`src/hdl/cha_cross.sv`:
```
// ----------------------------------------------------------------------------
// cha_cross
// pipelined cross product (b - a) x (c - a): registered differences, products, then result
// ----------------------------------------------------------------------------
module cha_cross #(
    parameter int CB = 16
) (
    input  logic                   clk,
    input  logic                   rst_n,
    input  logic                   start,
    input  logic signed [CB-1:0]   ax,
    input  logic signed [CB-1:0]   ay,
    input  logic signed [CB-1:0]   bx,
    input  logic signed [CB-1:0]   by,
    input  logic signed [CB-1:0]   cx,
    input  logic signed [CB-1:0]   cy,
    output logic                   done,
    output logic signed [2*CB+2:0] prod
);

    logic [2:0] vld_reg;
    logic signed [CB:0] dbx_reg, dby_reg, dcx_reg, dcy_reg;
    logic signed [2*CB+1:0] p0_reg, p1_reg;
    logic signed [2*CB+2:0] res_reg;

    always_ff @(posedge clk or negedge rst_n)
    begin
        if (!rst_n)
        begin
            vld_reg <= '0;
        end
        else
        begin
            vld_reg <= {vld_reg[1:0], start};
        end
    end

    always_ff @(posedge clk)
    begin
        // differences
        dbx_reg <= (CB+1)'(bx) - (CB+1)'(ax);
        dby_reg <= (CB+1)'(by) - (CB+1)'(ay);
        dcx_reg <= (CB+1)'(cx) - (CB+1)'(ax);
        dcy_reg <= (CB+1)'(cy) - (CB+1)'(ay);
        // products
        p0_reg  <= dbx_reg * dcy_reg;
        p1_reg  <= dby_reg * dcx_reg;
        res_reg <= (2*CB+3)'(p0_reg) - (2*CB+3)'(p1_reg);
    end

    assign done = vld_reg[2];
    assign prod = res_reg;

endmodule

```
`config.mk`:
```
export PLATFORM = sky130hd
export DESIGN_NAME = cha_cross
export DESIGN_NICKNAME = d
export VERILOG_FILES = /design/src/hdl/cha_cross.sv
export SDC_FILE = /design/constraint.sdc
export NUM_CORES = 2
export LEC_CHECK = 0
export ABC_AREA = 1
export BUFFER_PORTS_ARGS = -buffer_cell sky130_fd_sc_hd__clkbuf_2
export CELL_PAD_IN_SITES_DETAIL_PLACEMENT = 1
export CELL_PAD_IN_SITES_GLOBAL_PLACEMENT = 1
export CORE_MARGIN = 2
export CORE_UTILIZATION = 44
export CTS_CLUSTER_DIAMETER = 120
export DETAILED_ROUTE_END_ITERATION = 10
export PLACE_DENSITY_LB_ADDON = 0.1
export SLEW_MARGIN = 15
export SYNTH_ARGS = -nofsm -noshare
export SYNTH_HDL_FRONTEND = slang
export SYNTH_SLANG_ARGS = --single-unit
```
`constraint.sdc`:
```
create_clock -name clk -period 5.5 [get_ports clk]
set_input_delay 0.55 -clock clk [delete_from_list [all_inputs] [get_ports clk]]
set_output_delay 0.55 -clock clk [all_outputs]
set_load 0.005 [all_outputs]
```
==> impl_results.md <==
- Reg-to-Reg End: p0_reg[26]
- Final WS setup: 113 ps
- Die height: 278 um
- Non-filler cells, final: 5586
- Port bufs: 134
- Clock slew at reported path FFs: 90 ps
- Initial drt markers: 1056
- Hold Path End: vld_reg[0]
- Pre-CTS setup slack: -176 ps
- Aggregate global routing overflow: 0
- Routed WL: 100 mm
- Clock sink count: 174
- Prevailing post-synth register cell: dfxtp_1
- Element type at the critical path end: register
- GRT met1 Usage: 0.352
- GR peak layer: met2
- ANT nets after route: 0
- Final Max Slew Viols: 0
- Area grow syn2layout: 13.0%
- Seq/Total Area, Yosys: 0.106
- FF+latch count, synth: 174
- Hold Crit Start: start
- I/O pin cnt: 135
- Fin. Hold Viols: 0
- Max reg flops: 35
- Layout Nets: 5568
- Mapped Area: 33100 um^2
- DRC viols: 0
- Fraction of registers with async set/reset: 0.0172
- Met3 Usage GRT: 0.0281
- Register-to-Register Path Depth: 19
- Slew headroom: 0.466
- Row Count: 100
- Worst path required time: 5900 ps
- Die Area: 77500 um^2
- Longest Clk Path Bufs: 2
- Synth top area cells: fa_1, inv_1, nand2_1, dfxtp_1, ha_1
- Worst hold path stage count: 1
- Layout cells sized above 1: 0.125
- Final period util: 0.979
- Drt wl/cell: 17.9 um
- Fmax: 0.186 GHz
- Mapped Nets: 5382
- First-pass GRT wire length: 163 mm
- Critical path type: reg2reg
- Status: completed
- Initial antenna violation count: 3
- Avg Cell Area, Syn: 7.50 um^2
- Placed cells: 5546
- Share of the synthesized area in the top cell type: 0.361
- Met2 GRT Util: 0.475
- Initial Util: 0.445
- Reg-to-reg startpoint: dbx_reg[16]
- HP Class: in2reg
- Root Driver: clkbuf_16
- Layout fillers: 9351
- Core Area: 74400 um^2
- Vias in the first global route: 30500
- Critical path launch point type: register
- Global Route Usage Sum: 0.270
- Number of inserted diodes: 0
- Via density: 4.90
- Die width: 278 um
- CTS tree: done
- Unique masters post-synth: 43
- Drt pass-1 iters: 7
- Endpoints failing setup: 0
- Post-synth EDFFs: 0
- Skew final: 28.4 ps
- GPL Wtd Cong: 0.897
- Syn Inst Count: 4418
- Crit path max fanout: 10
- Area leader, netlist: fa_1
- Latest clock arrival within the worst-skew pair: 520 ps
- Arrival time worst endpoint: 5790 ps
- Pin count of the biggest net entering global routing: 21
- Post-DP HPWL: 87.8 mm
- R2R setup slack: 110 ps
- Clock buffer count from CTS: 17
- Slew of the pin with the lowest slew margin: 795 ps
- Vias after detailed routing: 27400
- Post-layout min period: 5390 ps
- RSZ-0062 raised after global routing: true
- H-tree Lvls: 4
- Synthesis Warnings: 0
- Max-cap violations: 0
## final cells by class
type | count | area, um^2 | area share
multi-input combinational | 2894 | 25200 | 0.672
tap | 969 | 1210 | 0.0324
timing repair buffer | 301 | 2310 | 0.0618
inverter | 1216 | 4560 | 0.122
sequential | 174 | 3560 | 0.0951
clock buffer | 17 | 425 | 0.0114
clock inverter | 15 | 183 | 0.00488
## worst max path at each step
stage | start | end | slack (ps) | depth (start not counted)
2_1_floorplan | dbx_reg[16] | p0_reg[29] | 80 | 21
3_3_place_gp | dcy_reg[11] | p0_reg[20] | -120 | 18
3_5_place_dp | dcy_reg[11] | p0_reg[20] | -180 | 18
4_1_cts | dcx_reg[2] | p1_reg[28] | 3 | 20
5_1_grt | dbx_reg[16] | p0_reg[26] | -50 | 19
6_report | dbx_reg[16] | p0_reg[26] | 110 | 19
## metrics by stage
stage / util / area (um^2) / hold WS, ps / setup TNS (ps)
2_1_floorplan: - / 33100 / 254 / 0
3_3_place_gp: 0.484 / 36000 / 336 / -453
3_5_place_dp: 0.484 / 36000 / 341 / -1760
4_1_cts: 0.493 / 36700 / 99.3 / 0
5_1_grt: 0.503 / 37400 / 116 / -221
6_report: 0.503 / 37400 / 140 / 0
## layer usage
| layer | vias up | share of wire |
|---|---|---|
| li1 | 13200 | - |
| met1 | 13600 | 0.45 |
| met2 | 460 | 0.49 |
| met3 | 121 | 0.031 |
| met4 | 0 | 0.025 |
| met5 | - | 0 |
## cells by family after synthesis
| logic type | after synthesis | synth area share |
|---|---|---|
| DFF | 174 | 0.106 |
| AOI/OAI and AO/OA | 284 | 0.0483 |
| buffers and inverters | 1350 | 0.153 |
| and+or+nand+nor | 1643 | 0.204 |
| adders and majority gates | 865 | 0.462 |
| xor gates and xnor gates | 102 | 0.0270 |
## critical path: stages, from the launching register on
cell and delay [ps]:
dfxtp_2 350, buf_12 120, nand2_1 70, inv_1 140, fa_2 500, fa_2 720, fa_1 540, fa_1 500
fa_1 520, inv_1 50, fa_1 470, inv_1 40, ha_1 330, a21oi_1 220, o21ai_0 150, buf_4 170
nor2_1 180, nand3_1 110, nand2_1 70, nand2_1 50
## Yosys cell counts, types with 13 or more instances
library cell and instances:
a21oi_1 155, clkbuf_1 132, dfxtp_1 171, fa_1 597, ha_1 268, inv_1 1202
inv_2 14, nand2_1 1198, nand2_2 18, nand3_1 133, nand3b_1 13, nand4_1 33
nor2_1 171, nor2_2 17, nor3_1 28, o21ai_0 60, o21bai_1 16, xnor2_1 18
xor2_1 84
## repair_timing
item	4_1_cts	5_1_grt
hold buffers	1	0
setup buffers	0	7
gates resized for setup	21	174
pin swaps	1	17
endpoints found under the setup margin	28	40
endpoints found under the hold margin	3	0
## cell usage in the layout, fill, tap and decap left out, types with 20 or more instances in the layout
cell and count:
nand3_1 128, a21oi_2 29, nor2_2 32, ha_4 20, xor2_1 83, nor3_1 22
fa_1 584, nand2_1 1179, inv_1 1198, clkbuf_2 134, o21ai_0 55, a21oi_1 134
buf_12 28, dfxtp_2 23, nand4_1 33, buf_4 129, dfxtp_1 139, ha_1 239
nor2_1 152, nand2_2 36
Power is not shown: default switching activity piles up to over one toggle a cycle in this logic, so the estimate is an artifact.
